--- src/rtl/hrd_pkg.sv ---
`default_nettype none
package hrd_pkg;

    localparam int unsigned ByteW   = 8;
    localparam int unsigned MinPreW = 5;
    localparam int unsigned StatW   = 2;
    localparam int unsigned AddrW   = 3;
    localparam int unsigned CfgIdxW = 1;

    localparam logic [ByteW-1:0]   Preamble     = 8'hFF;
    localparam logic [ByteW-1:0]   DelimMask    = 8'h07;
    localparam logic [ByteW-1:0]   DelimCode    = 8'h06;
    localparam logic [ByteW-1:0]   DelimShort   = 8'h06;
    localparam logic [ByteW-1:0]   DelimLong    = 8'h86;
    localparam logic [MinPreW-1:0] PreRunMax    = 5'd31;
    localparam logic [AddrW-1:0]   AddrLongLen  = 3'd5;
    localparam logic [AddrW-1:0]   AddrShortLen = 3'd1;

    localparam logic [MinPreW-1:0] MinPreReset  = 5'd2;
    localparam logic               LongReset    = 1'b0;

    localparam logic [CfgIdxW-1:0] CfgExpectLong   = 1'd0;
    localparam logic [CfgIdxW-1:0] CfgMinPreambles = 1'd1;

    typedef enum logic [StatW-1:0] {
        ST_GOOD     = 2'd0,
        ST_CSUM_ERR = 2'd1,
        ST_TYPE_ERR = 2'd2
    } t_status;

    typedef enum logic [5:0] {
        PH_HUNT  = 6'b000001,
        PH_ADDR  = 6'b000010,
        PH_CMD   = 6'b000100,
        PH_COUNT = 6'b001000,
        PH_DATA  = 6'b010000,
        PH_CHECK = 6'b100000
    } t_phase;

    typedef struct packed {
        logic               expect_long;
        logic [MinPreW-1:0] min_preambles;
    } t_cfg;

    typedef struct packed {
        logic             valid;
        logic [ByteW-1:0] data;
        logic             last;
        t_status          status;
    } t_result;

endpackage
`default_nettype wire

--- src/rtl/hrd_parser.sv ---
`default_nettype none
module hrd_parser (
    input  wire logic                       i_clk,
    input  wire logic                       i_rst_n,
    input  wire logic                       i_beat,
    input  wire logic [hrd_pkg::ByteW-1:0]  i_rx_byte,
    input  wire hrd_pkg::t_cfg              i_cfg,
    output hrd_pkg::t_result                o_result
);

    hrd_pkg::t_phase                r_phase, n_phase;
    logic [hrd_pkg::MinPreW-1:0]    r_pre_run, n_pre_run;
    logic [hrd_pkg::ByteW-1:0]      r_xor, n_xor;
    logic [hrd_pkg::AddrW-1:0]      r_addr_left, n_addr_left;
    logic [hrd_pkg::ByteW-1:0]      r_data_left, n_data_left;
    logic                           r_mismatch, n_mismatch;

    logic [hrd_pkg::ByteW-1:0]      xor_now;
    logic [hrd_pkg::ByteW-1:0]      want;

    assign xor_now = r_xor ^ i_rx_byte;
    assign want    = i_cfg.expect_long ? hrd_pkg::DelimLong : hrd_pkg::DelimShort;

    always_comb begin
        n_phase     = r_phase;
        n_pre_run   = r_pre_run;
        n_xor       = r_xor;
        n_addr_left = r_addr_left;
        n_data_left = r_data_left;
        n_mismatch  = r_mismatch;
        o_result        = '0;
        o_result.data   = i_rx_byte;
        o_result.status = hrd_pkg::ST_GOOD;
        unique case (r_phase)
            hrd_pkg::PH_ADDR: begin
                n_xor       = xor_now;
                n_addr_left = r_addr_left - 1'b1;
                if (n_addr_left == '0) begin
                    n_phase = hrd_pkg::PH_CMD;
                end
            end
            hrd_pkg::PH_CMD: begin
                n_xor          = xor_now;
                n_phase        = hrd_pkg::PH_COUNT;
                o_result.valid = i_beat;
            end
            hrd_pkg::PH_COUNT: begin
                n_xor          = xor_now;
                n_data_left    = i_rx_byte;
                n_phase        = (i_rx_byte != '0) ? hrd_pkg::PH_DATA : hrd_pkg::PH_CHECK;
                o_result.valid = i_beat;
            end
            hrd_pkg::PH_DATA: begin
                n_xor          = xor_now;
                n_data_left    = r_data_left - 1'b1;
                if (n_data_left == '0) begin
                    n_phase = hrd_pkg::PH_CHECK;
                end
                o_result.valid = i_beat;
            end
            hrd_pkg::PH_CHECK: begin
                o_result.valid = i_beat;
                o_result.last  = 1'b1;
                if (xor_now != '0) begin
                    o_result.status = hrd_pkg::ST_CSUM_ERR;
                end else if (r_mismatch) begin
                    o_result.status = hrd_pkg::ST_TYPE_ERR;
                end
                n_phase     = hrd_pkg::PH_HUNT;
                n_pre_run   = '0;
                n_xor       = '0;
                n_addr_left = '0;
                n_data_left = '0;
                n_mismatch  = 1'b0;
            end
            default: begin
                n_phase = hrd_pkg::PH_HUNT;
                if (i_rx_byte == hrd_pkg::Preamble) begin
                    if (r_pre_run < hrd_pkg::PreRunMax) begin
                        n_pre_run = r_pre_run + 1'b1;
                    end
                end else if ((i_rx_byte & hrd_pkg::DelimMask) == hrd_pkg::DelimCode
                             && r_pre_run >= i_cfg.min_preambles) begin
                    n_mismatch  = (i_rx_byte != want);
                    n_xor       = i_rx_byte;
                    n_addr_left = i_rx_byte[hrd_pkg::ByteW-1] ? hrd_pkg::AddrLongLen
                                                              : hrd_pkg::AddrShortLen;
                    n_data_left = '0;
                    n_pre_run   = '0;
                    n_phase     = hrd_pkg::PH_ADDR;
                end else begin
                    n_pre_run = '0;
                end
            end
        endcase
    end

    always_ff @(posedge i_clk) begin
        if (!i_rst_n) begin
            r_phase     <= hrd_pkg::PH_HUNT;
            r_pre_run   <= '0;
            r_xor       <= '0;
            r_addr_left <= '0;
            r_data_left <= '0;
            r_mismatch  <= 1'b0;
        end else if (i_beat) begin
            r_phase     <= n_phase;
            r_pre_run   <= n_pre_run;
            r_xor       <= n_xor;
            r_addr_left <= n_addr_left;
            r_data_left <= n_data_left;
            r_mismatch  <= n_mismatch;
        end
    end

endmodule
`default_nettype wire

--- src/rtl/hart_response_deframer_top.sv ---
// channel   direction  handshake                  payload
// in        input      i_in_valid / o_in_ready    i_rx_byte
// out       output     o_out_valid / i_out_ready  o_out_byte, o_is_last, o_frame_status
// cfg       input      i_cfg_valid / o_cfg_ready  i_cfg_index, i_cfg_data
//
// one byte per cycle while o_in_ready is high; a byte is parsed in the cycle it is
// taken and its result sits in the output register the next cycle
// o_in_ready drops only while a result is held and the sink is stalled
// synchronous active-low reset puts the parser in the hunt and clears the output valid
// cfg writes are taken every cycle
`default_nettype none
module hart_response_deframer_top (
    input  wire logic                         i_clk,
    input  wire logic                         i_rst_n,
    input  wire logic                         i_in_valid,
    output      logic                         o_in_ready,
    input  wire logic [hrd_pkg::ByteW-1:0]    i_rx_byte,
    output      logic                         o_out_valid,
    input  wire logic                         i_out_ready,
    output      logic [hrd_pkg::ByteW-1:0]    o_out_byte,
    output      logic                         o_is_last,
    output      logic [hrd_pkg::StatW-1:0]    o_frame_status,
    input  wire logic                         i_cfg_valid,
    output      logic                         o_cfg_ready,
    input  wire logic [hrd_pkg::CfgIdxW-1:0]  i_cfg_index,
    input  wire logic [hrd_pkg::MinPreW-1:0]  i_cfg_data
);

    hrd_pkg::t_cfg     r_cfg;
    hrd_pkg::t_result  res;
    logic              r_out_valid;
    logic [hrd_pkg::ByteW-1:0] r_out_byte;
    logic              r_out_last;
    hrd_pkg::t_status  r_out_status;
    logic              in_beat;

    assign o_cfg_ready = 1'b1;
    assign o_in_ready  = !r_out_valid || i_out_ready;
    assign in_beat     = i_in_valid && o_in_ready;

    always_ff @(posedge i_clk) begin
        if (!i_rst_n) begin
            r_cfg.expect_long   <= hrd_pkg::LongReset;
            r_cfg.min_preambles <= hrd_pkg::MinPreReset;
        end else if (i_cfg_valid) begin
            unique case (i_cfg_index)
                hrd_pkg::CfgExpectLong:   r_cfg.expect_long   <= i_cfg_data[0];
                hrd_pkg::CfgMinPreambles: r_cfg.min_preambles <= i_cfg_data;
                default: ;
            endcase
        end
    end

    hrd_parser u_parser (
        .i_clk     (i_clk),
        .i_rst_n   (i_rst_n),
        .i_beat    (in_beat),
        .i_rx_byte (i_rx_byte),
        .i_cfg     (r_cfg),
        .o_result  (res)
    );

    always_ff @(posedge i_clk) begin
        if (!i_rst_n) begin
            r_out_valid <= 1'b0;
        end else if (o_in_ready) begin
            r_out_valid <= res.valid;
        end
    end

    always_ff @(posedge i_clk) begin
        if (o_in_ready && res.valid) begin
            r_out_byte   <= res.data;
            r_out_last   <= res.last;
            r_out_status <= res.status;
        end
    end

    assign o_out_valid    = r_out_valid;
    assign o_out_byte     = r_out_byte;
    assign o_is_last      = r_out_last;
    assign o_frame_status = r_out_status;

endmodule
`default_nettype wire

--- config.mk ---
export PLATFORM = sky130hd
export DESIGN_NAME = hart_response_deframer_top
export DESIGN_NICKNAME = d
export VERILOG_FILES = /design/src/rtl/hrd_pkg.sv /design/src/rtl/hrd_parser.sv /design/src/rtl/hart_response_deframer_top.sv
export SDC_FILE = /design/constraint.sdc
export NUM_CORES = 1
export LEC_CHECK = 0
export BUFFER_PORTS_ARGS = -buffer_cell sky130_fd_sc_hd__buf_2
export CAP_MARGIN = 10
export CORE_ASPECT_RATIO = 1.1
export CORE_MARGIN = 3
export CORE_UTILIZATION = 63
export DETAILED_ROUTE_END_ITERATION = 10
export GPL_TIMING_DRIVEN = 1
export PLACE_DENSITY = 0.81
export SETUP_SLACK_MARGIN = 0.4
export SKIP_LAST_GASP = 1
export SLEW_MARGIN = 30
export SYNTH_ARGS = -nofsm -noshare
export SYNTH_HDL_FRONTEND = slang
export SYNTH_HIERARCHICAL = 1
export SYNTH_SLANG_ARGS = --single-unit
--- constraint.sdc ---
create_clock -name i_clk -period 5.89 [get_ports i_clk]
set_input_delay 0.2945 -clock i_clk [delete_from_list [all_inputs] [get_ports i_clk]]
set_output_delay 0.2945 -clock i_clk [all_outputs]
set_load 0.005 [all_outputs]
==> results.md, run 1 <==
* Status: finished clean
* Avg WL per Cell at 16.2 um
* Via count at 2517
* Max Root-Sink Buffers at 2
* Vias/cell at 6.32
* Starting density of the core at 68.1%
* Hold Crit Start: i_cfg_data[4]
* Setup bufs post-CTS at 0
* CTS Buf Count at 5
* RR Startpoint: u_parser/r_phase[0]
* Area leader, netlist: dfxtp_1
* Number of setup violations in the final report at 0
* Most used DFF post-synth: dfxtp_1
* Seq cells post-synth at 49
* WL final at 6.44 mm
* Top cells by area, synth: dfxtp_1 (27%), edfxtp_1 (12%), ha_1 (4.4%), o21ai_0 (3.9%), a21oi_1 (3.7%)
* Htree depth at 2
* Fin Setup TNS at 0 ps
* Tcrit/Tclk final at 40.1%
* RSZ-0062 raised after global routing: false
* Starting DRT DRC Count at 317
* Die W at 69.8 um
* Post-synth EDFFs at 11
* Worst Setup End Kind: flop
* Area delta synth->final at 7.85%
* Mapped Avg Cell Area at 8.57 um^2
* Placed insts at 390
* Count of final max-slew check failures at 0
* First-pass GRT wire length at 10.6 mm
* Routed Antenna Nets at 0
* Peak Freq at 423 MHz
* Area share of the leading cell type in the synthesized netlist at 27.0%
* Port buffer count at 31
* Final hold vios at 0
* Share of layout cells above drive strength 1 at 14.7%
* Pre-antenna DRT Iters at 5
* Core ar. at 4140 um^2
* Share of flip-flops with an asynchronous set or reset at 0%
* Most frequent cells in the layout: dfxtp_1 (38), buf_2 (31), nor2_1 (28)
* Gate Count Post-Synth at 329
* # DRC at 0
* GP Congestion at 0.940
* Peak supply drop at 0.181 mV
* Global route overflow at 0
* Crit path DAT at 2320 ps
* Core Util, Final at 73.4%
* Initial antenna violation count at 0
* Hold buffers post-CTS at 0
* Mapped Nets at 358
* Synth unique cells at 57
* NumNets Final at 374
* CTS sink cnt at 49
* Tot Pwr at 641 uW
* Relative slew slack at 46.8%
* Worst Setup SP: u_parser/r_phase[0]
* Crit path time final at 2360 ps
* Most common cell after layout, fill and taps aside: dfxtp_1
* Synth warn at 6
* Post-detail-place hpwl at 4.48 mm
* Clock Latency Late Sink at 300 ps
* P_leak at 1.15 nW
* Max Cap Viol at 0
* Non-filler instance count after layout at 398
* Critical path fanouts, max at 11
* Power per standard cell area at 211 nW/um^2
* Synthesized area at 2820 um^2
* # rows at 24
* Final setup skew at 7.73 ps
* Seq/Total Area, Yosys at 38.7%
* Required time of the critical path at 5850 ps
* Layout fillers at 317
* # diodes at 0
* Die Y-Extent at 76.2 um
* CTS Root Cell: clkbuf_8
* Worst-Margin Slew at 797 ps
* Worst min-delay path category: primary input to flop
* Largest net degree at the start of global routing at 27
* Vias in the first global route at 2192
* CP Class: flop to flop
* CP startpoint kind: flop
* # IOs at 33
* Clock tree from TritonCTS: yes
* GR Util All Layers at 24.2%
* # resized after CTS at 0
* Worst-path clk slew at 90 ps
* Total die area at 5320 um^2
## cells in the mapped netlist, drive strengths merged, types with 3 or more instances
cell    count
a221oi      5
o41ai       3
xor2        6
nor2       28
o31ai       5
nand3      17
o21ai      26
nor3       11
a211oi      4
and2        4
clkbuf      6
nor2b       7
nand4       8
nand3b      4
nand2b      5
xnor2       7
mux2i       5
edfxtp     11
ha         10
a21oi      21
o211ai      5
and3        5
dfxtp      38
nand2      26
inv        16
buf        16
## stage by stage
stage	hold slack (ps)	area [um^2]	setup WS (ps)
floorplan	432	2820	3980
global placement	448	2920	3720
detailed placement	452	2920	3630
CTS	221	3030	3590
global route	231	3040	3330
finish	224	3040	3530
## cell type report
cell class | count | area (um^2) | share of cell area [%]
multi-input combinational | 242 | 1550 | 51.0
inverter | 16 | 62.6 | 2.06
clock buffer | 7 | 86.3 | 2.84
sequential | 49 | 1090 | 35.9
tap | 52 | 65.1 | 2.14
timing repair buffer | 31 | 155 | 5.10
clock inverter | 1 | 30.0 | 0.987
## sequential cells by signal (all words and copies together) (netlist names)
register,flops
u_parser/r_pre_run,5
o_frame_status,2
r_cfg,6
u_parser/r_xor,8
o_out_valid,1
u_parser/r_mismatch,1
u_parser/r_phase,6
u_parser/r_addr_left,3
u_parser/r_data_left,8
o_out_byte,8
o_is_last,1
## critical path, stage by stage, from the launching register on
cell and delay [ps]:
dfxtp_1 350, nor3_1 550, o211ai_1 330, a21boi_0 320, and2_1 480
## cells by family (layout without fill, tap and decap cells)
kind of cell / after synthesis / count (layout) / share of synthesized area (%)
flip-flops: 49 / 49 / 38.7
AO/OA/AOI/OAI: 90 / 90 / 20.9
other: 1 / 1 / 0.133
buffers and inverters: 38 / 55 / 6.83
adder cells (fa/ha/maj): 10 / 10 / 4.44
XOR/XNOR: 13 / 13 / 4.04
AND/OR/NAND/NOR: 122 / 122 / 22.8
multiplexers: 6 / 6 / 2.17
## path summary, 6_finish.rpt
check,to,slack (ps),cells past startpoint
worst max-delay path,o_out_byte[3],3530,4
worst min-delay path,r_cfg[4],220,3
worst max register to register,o_out_byte[3],3530,4
worst min register to register,r_cfg[2],460,2
## layer usage
metal  share of wire, %  up-vias  routed length [um]  GRT usage (%)
met5                  0        -                   0              0
met4                1.1        0                  70           5.94
met3                6.2        9                 401           3.96
met2                 49      117                3150           39.8
met1                 44     1168                2830           33.3
li1                   -     1223                   -              -
## report_power, final
part           switching, mW  leakage [nW]  internal (mW)
combinational         0.0291         0.681         0.0154
sequential           0.00276         0.407          0.346
clock                  0.109        0.0585          0.138
total                  0.141          1.15          0.500
(Power assumes the default switching activity.)
==> inputs of run 2 (changes only) <==
- CORE_UTILIZATION: 63 -> 58
- PLACE_DENSITY: 0.81 -> 0.75
- clock period: 5.89 -> 2.3 ns (I/O delays scaled with it)
==> results.md, run 2 (synthesized netlist as in run 1, its figures left out) <==
* Total die area at 5740 um^2 (+7.9%)
* Htree depth at 2 (unchanged)
* Non-filler instance count after layout at 416 (+4.5%)
* Cell-by-cell trace of the critical path: inv_4, ha_4, nor2b_2, o21ai_2, a41oi_4, a31o_4, o211ai_1, o31ai_1
* Pre-antenna DRT Iters at 5 (unchanged)
* Final hold vios at 0 (unchanged)
* Cell Area, Placed at 2960 um^2 (+1.4%)
* Worst Setup End Kind: flop
* Initial antenna violation count at 0 (unchanged)
* R2R Setup Slk at 410 ps (-3120 ps)
* Clock tree from TritonCTS: yes
* Post-detail-place hpwl at 4.75 mm (+6.2%)
* Worst Setup SP: u_parser/r_pre_run[0]
* Share of layout cells above drive strength 1 at 30.7% (+16 points)
* Crit path time final at 1890 ps (-475 ps)
* Tcrit/Tclk final at 82.2% (+42 points)
* CTS Root Cell: clkbuf_8
* Placed insts at 398 (+2.1%)
* Area delta synth->final at 22.8%
* Status: finished clean
* CP endpoint: u_parser/r_data_left[4]
* Most frequent cells in the layout: buf_2 (31), dfxtp_1 (28), nor2_1 (27)
* Worst-Margin Slew at 899 ps (+102 ps)
* Required time of the critical path at 2460 ps (-3390 ps)
* # rows at 25 (+4.2%)
* Number of setup violations in the final report at 0 (unchanged)
* Worst-path clk slew at 100 ps (about the same)
* RR Startpoint: u_parser/r_pre_run[0]
* First-pass GRT wire length at 11.7 mm (+10%)
* Starting density of the core at 62.6% (-5.4 points)
* Global route overflow at 0 (unchanged)
* Final setup skew at 10.1 ps (+2.35 ps)
* Relative slew slack at 40.0% (-6.8 points)
* Post-Layout Inst Area at 3460 um^2 (+14%)
* Final setup margin at 410 ps (-3120 ps)
* Levels on crit path at 8 (+4)
* GP Congestion at 0.841 (-11%)
* Avg WL per Cell at 18.4 um (+14%)
* Pre-CTS setup slack at 181 ps (-3450 ps)
* Die Y-Extent at 79.1 um (+3.9%)
* Count of final max-slew check failures at 0 (unchanged)
* Clock Latency Late Sink at 310 ps (about the same)
* Tot Pwr at 1.78 mW (+180%)
* Largest net degree at the start of global routing at 26 (-3.7%)
* CP Class: flop to flop
* Vias in the first global route at 2515 (+15%)
* CP delay by family, top: compound AO/OA/AOI/OAI gates
* CTS Buf Count at 5 (unchanged)
* Die W at 72.5 um (+3.9%)
* Core ar. at 4500 um^2 (+8.7%)
* Via count at 2699 (+7.2%)
* Crit path DAT at 2050 ps (-270 ps)
* # DRC at 0 (unchanged)
* Fin Setup TNS at 0 ps (unchanged)
* Max Root-Sink Buffers at 2 (unchanged)
* WL final at 7.65 mm (+19%)
* Peak Freq at 529 MHz (+25%)
* RSZ-0062 raised after global routing: true
* Peak supply drop at 0.408 mV (+130%)
* Routed Antenna Nets at 0 (unchanged)
* NumNets Final at 390 (+4.3%)
* Most common cell after layout, fill and taps aside: buf_2
* CP startpoint kind: flop
* Reg-to-reg endpoint: u_parser/r_data_left[4]
* WP buf/inv at 1 (+1)
* Layout fillers at 296 (-6.6%)
* CTS sink cnt at 49 (unchanged)
* P_leak at 1.31 nW (+15%)
* Critical path fanouts, max at 8 (-3)
* Vias/cell at 6.49 (+2.6%)
* Worst min-delay path category: primary input to flop
* # diodes at 0 (unchanged)
* GR Util All Layers at 25.9% (+1.7 points)
* Max Cap Viol at 0 (unchanged)
* Max incr delay on CP at 400 ps (-150 ps)
* Power per standard cell area at 513 nW/um^2 (+140%)
* Hold buffers post-CTS at 0 (unchanged)
* Crit path max-delay cell type: dfxtp_4
* Starting DRT DRC Count at 270 (-15%)
* Worst Reg2Reg Path Length in Cells at 8 (+4)
* Port buffer count at 31 (unchanged)
* # IOs at 33 (unchanged)
-- run 2: layout make-up --
| cell class | instances | area [um^2] | area share (%) |
|---|---|---|---|
| multi-input combinational | 243 | 1810 | 52.2 |
| clock buffer | 5 | 68.8 | 1.99 |
| inverter | 16 | 65.1 | 1.88 |
| sequential | 49 | 1120 | 32.2 |
| tap | 54 | 67.6 | 1.95 |
| clock inverter | 3 | 68.8 | 1.99 |
| timing repair buffer | 46 | 268 | 7.73 |
-- run 2: timing repair --
| action | in CTS | in global routing |
|---|---|---|
| setup endpoints to repair | 35 | 41 |
| resized for setup | 22 | 48 |
| pin swaps | 5 | 13 |
| cloned | 1 | 0 |
| buffers inserted | 1 | 8 |
-- run 2: how the worst min path moves through the flow --
stage	start	end	cells past startpoint
after floorplan	i_cfg_data[2]	r_cfg[2]	2
after global placement	i_cfg_data[2]	r_cfg[2]	3
after detailed placement	i_cfg_data[2]	r_cfg[2]	3
after CTS	i_cfg_data[2]	r_cfg[2]	3
after global routing	i_cfg_data[4]	r_cfg[4]	3
final	i_cfg_data[2]	r_cfg[2]	3
-- run 2: worst min-delay path, cell delays in order --
cell,delay (ps)
buf_2,70
nand4_1,60
o21ai_0,70
-- run 2: report_power, final --
part | switching, mW | internal, mW | total (mW)
clock network | 0.316 | 0.438 | 0.754
registers | 0.00825 | 0.880 | 0.888
logic | 0.0867 | 0.0484 | 0.135
total | 0.411 | 1.37 | 1.78
-- run 2: per-layer routing --
metal  wire length [um]  GRT usage (%)  vias up
met5                  0              0        -
met4                192           9.41        0
met3                450           4.56       18
met2               3910           45.4      109
met1               3100           31.5     1309
li1                   -              -     1263
-- run 2: stage by stage --
stage	hold slack [ps]	util, %
floorplan	258	-
global placement	358	65.7
detailed placement	354	65.7
CTS	35.3	70.9
global route	54.5	76.9
finish	34.8	76.9
==> inputs of run 3 (changes only) <==
- clock period: 2.3 -> 1.95 ns (I/O delays scaled with it)
==> results.md, run 3 (synthesized netlist as in run 1, its figures left out) <==
* Status: finished clean
* Clock tree from TritonCTS: yes
* Share of layout cells above drive strength 1 at 46.8% (+16 points)
* Critical path fanouts, max at 7 (-1)
* WL final at 10.1 mm (+33%)
* # DRC at 0 (unchanged)
* Layout fillers at 215 (-27%)
* Number of setup violations in the final report at 0 (unchanged)
* Initial antenna violation count at 0 (unchanged)
* Die W at 72.5 um (unchanged)
* Vias in the first global route at 2783 (+11%)
* Tcrit/Tclk final at 97.8% (+16 points)
* CTS sink cnt at 49 (unchanged)
* # diodes at 0 (unchanged)
* Peak supply drop at 0.394 mV (-3.4%)
* Total die area at 5740 um^2 (unchanged)
* Routed Antenna Nets at 0 (unchanged)
* Largest net degree at the start of global routing at 26 (unchanged)
* Port buffer count at 31 (unchanged)
* Post-detail-place hpwl at 5.00 mm (+5.2%)
* Starting DRT DRC Count at 501 (+86%)
* Starting density of the core at 62.6% (unchanged)
* GR Util All Layers at 31.0% (+5.1 points)
* Via count at 3106 (+15%)
* Final hold vios at 0 (unchanged)
* Count of final max-slew check failures at 0 (unchanged)
* Max Cap Viol at 0 (unchanged)
* Crit path time final at 1910 ps (+17.2 ps)
* NumNets Final at 428 (+9.7%)
* Clock Latency Late Sink at 310 ps (about the same)
* Final setup skew at 12.3 ps (+2.24 ps)
* Vias/cell at 6.84 (+5.4%)
* GP Congestion at 0.929 (+10%)
* Fin Hold WS at 55.0 ps (+20.2 ps)
* Worst Setup End Kind: flop
* Htree depth at 2 (unchanged)
* Crit path DAT at 2110 ps (+60 ps)
* Die Y-Extent at 79.1 um (unchanged)
* Max Root-Sink Buffers at 2 (unchanged)
* Tot Pwr at 1.85 mW (+3.8%)
* CP startpoint kind: flop
* CTS Root Cell: clkbuf_8
* Pre-antenna DRT Iters at 5 (unchanged)
* Required time of the critical path at 2150 ps (-310 ps)
* Worst-path clk slew at 90 ps (about the same)
* RSZ-0062 raised after global routing: true
* # IOs at 33 (unchanged)
* Avg WL per Cell at 22.3 um (+21%)
* Core ar. at 4500 um^2 (unchanged)
* Global route overflow at 0 (unchanged)
* Peak Freq at 524 MHz (-0.90%)
* Core Util, Final at 88.0% (+11 points)
* CP Class: flop to flop
* P_leak at 1.57 nW (+19%)
* Most common cell after layout, fill and taps aside: buf_4
* Most frequent cells in the layout: buf_4 (46), buf_2 (31), nand2_1 (24)
* # rows at 25 (unchanged)
* CTS Buf Count at 5 (unchanged)
* Worst min-delay path category: primary input to flop
* Power per standard cell area at 465 nW/um^2 (-9.3%)
* Area delta synth->final at 40.6%
* First-pass GRT wire length at 13.9 mm (+18%)
run 3: cell types whose count changed in the layout (fill, tap and decap cells not counted), sizes merged:
cell	before	now
bufinv	2	0
buf	46	84
clkinv	0	3
inv	17	16
run 3: per-stage QoR:
| step | worst slack (ps) | TNS, ps | std cells | instance area [um^2] |
|---|---|---|---|---|
| final | 43.1 | 0 | 454 | 3960 |
| after global routing | -19.1 | -19.9 | 454 | 3960 |
| after CTS | 147 | 0 | 445 | 3690 |
| after detailed placement | -10.1 | -10.1 | 413 | 3180 |
| after global placement | 82.4 | 0 | 413 | 3180 |
| after floorplan | 219 | 0 | 329 | 2950 |
run 3: cell type report:
cell class | instances | area [um^2] | share of cell area [%]
Inverter | 16 | 67.6 | 1.70
Clock buffer | 5 | 68.8 | 1.74
Multi-Input combinational cell | 243 | 2020 | 51.0
Clock inverter | 3 | 12.5 | 0.316
Tap cell | 54 | 67.6 | 1.70
Timing Repair Buffer | 84 | 588 | 14.8
Sequential cell | 49 | 1140 | 28.7
run 3: worst max-delay path, cell delays in order (launching register included):
cell and delay [ps]:
dfxtp_2 360, inv_2 60, ha_4 270, nand2_4 50, o21ai_4 180, a41oi_4 190, a31o_4 320, buf_6 130
a211oi_1 250
run 3: final timing paths:
check                                    startpoint                 endpoint  slack [ps]  depth (start not counted)
worst min-delay path                  i_cfg_data[2]                 r_cfg[2]          60                          3
worst min register to register  u_parser/r_mismatch      u_parser/r_mismatch         480                          2
worst max register to register             r_cfg[1]  u_parser/r_data_left[1]          40                          8
worst max-delay path                       r_cfg[1]  u_parser/r_data_left[1]          40                          8
run 3: power breakdown:
group	total (mW)	internal, mW	switching (mW)
registers	1.05	1.03	0.0118
logic	0.213	0.0855	0.127
clock network	0.586	0.243	0.344
total	1.85	1.36	0.483
run 3: routing by layer:
layer / vias to the layer above / part of all wire [%] / routed length (um) / global-route usage [%]
met5: - / 0 / 0 / 0
met4: 0 / 5.0 / 512 / 13.3
met3: 58 / 8.7 / 880 / 4.56
met2: 237 / 49 / 4950 / 51.2
met1: 1468 / 37 / 3800 / 40.2
li1: 1343 / - / - / -
run 3: timing repair:
item	CTS	global route
pin swaps	24	17
endpoints found under the setup margin	43	45
cloned	1	0
buffers inserted	23	9
resized for setup	55	49
endpoints found under the hold margin	0	0
hold buffers	0	0
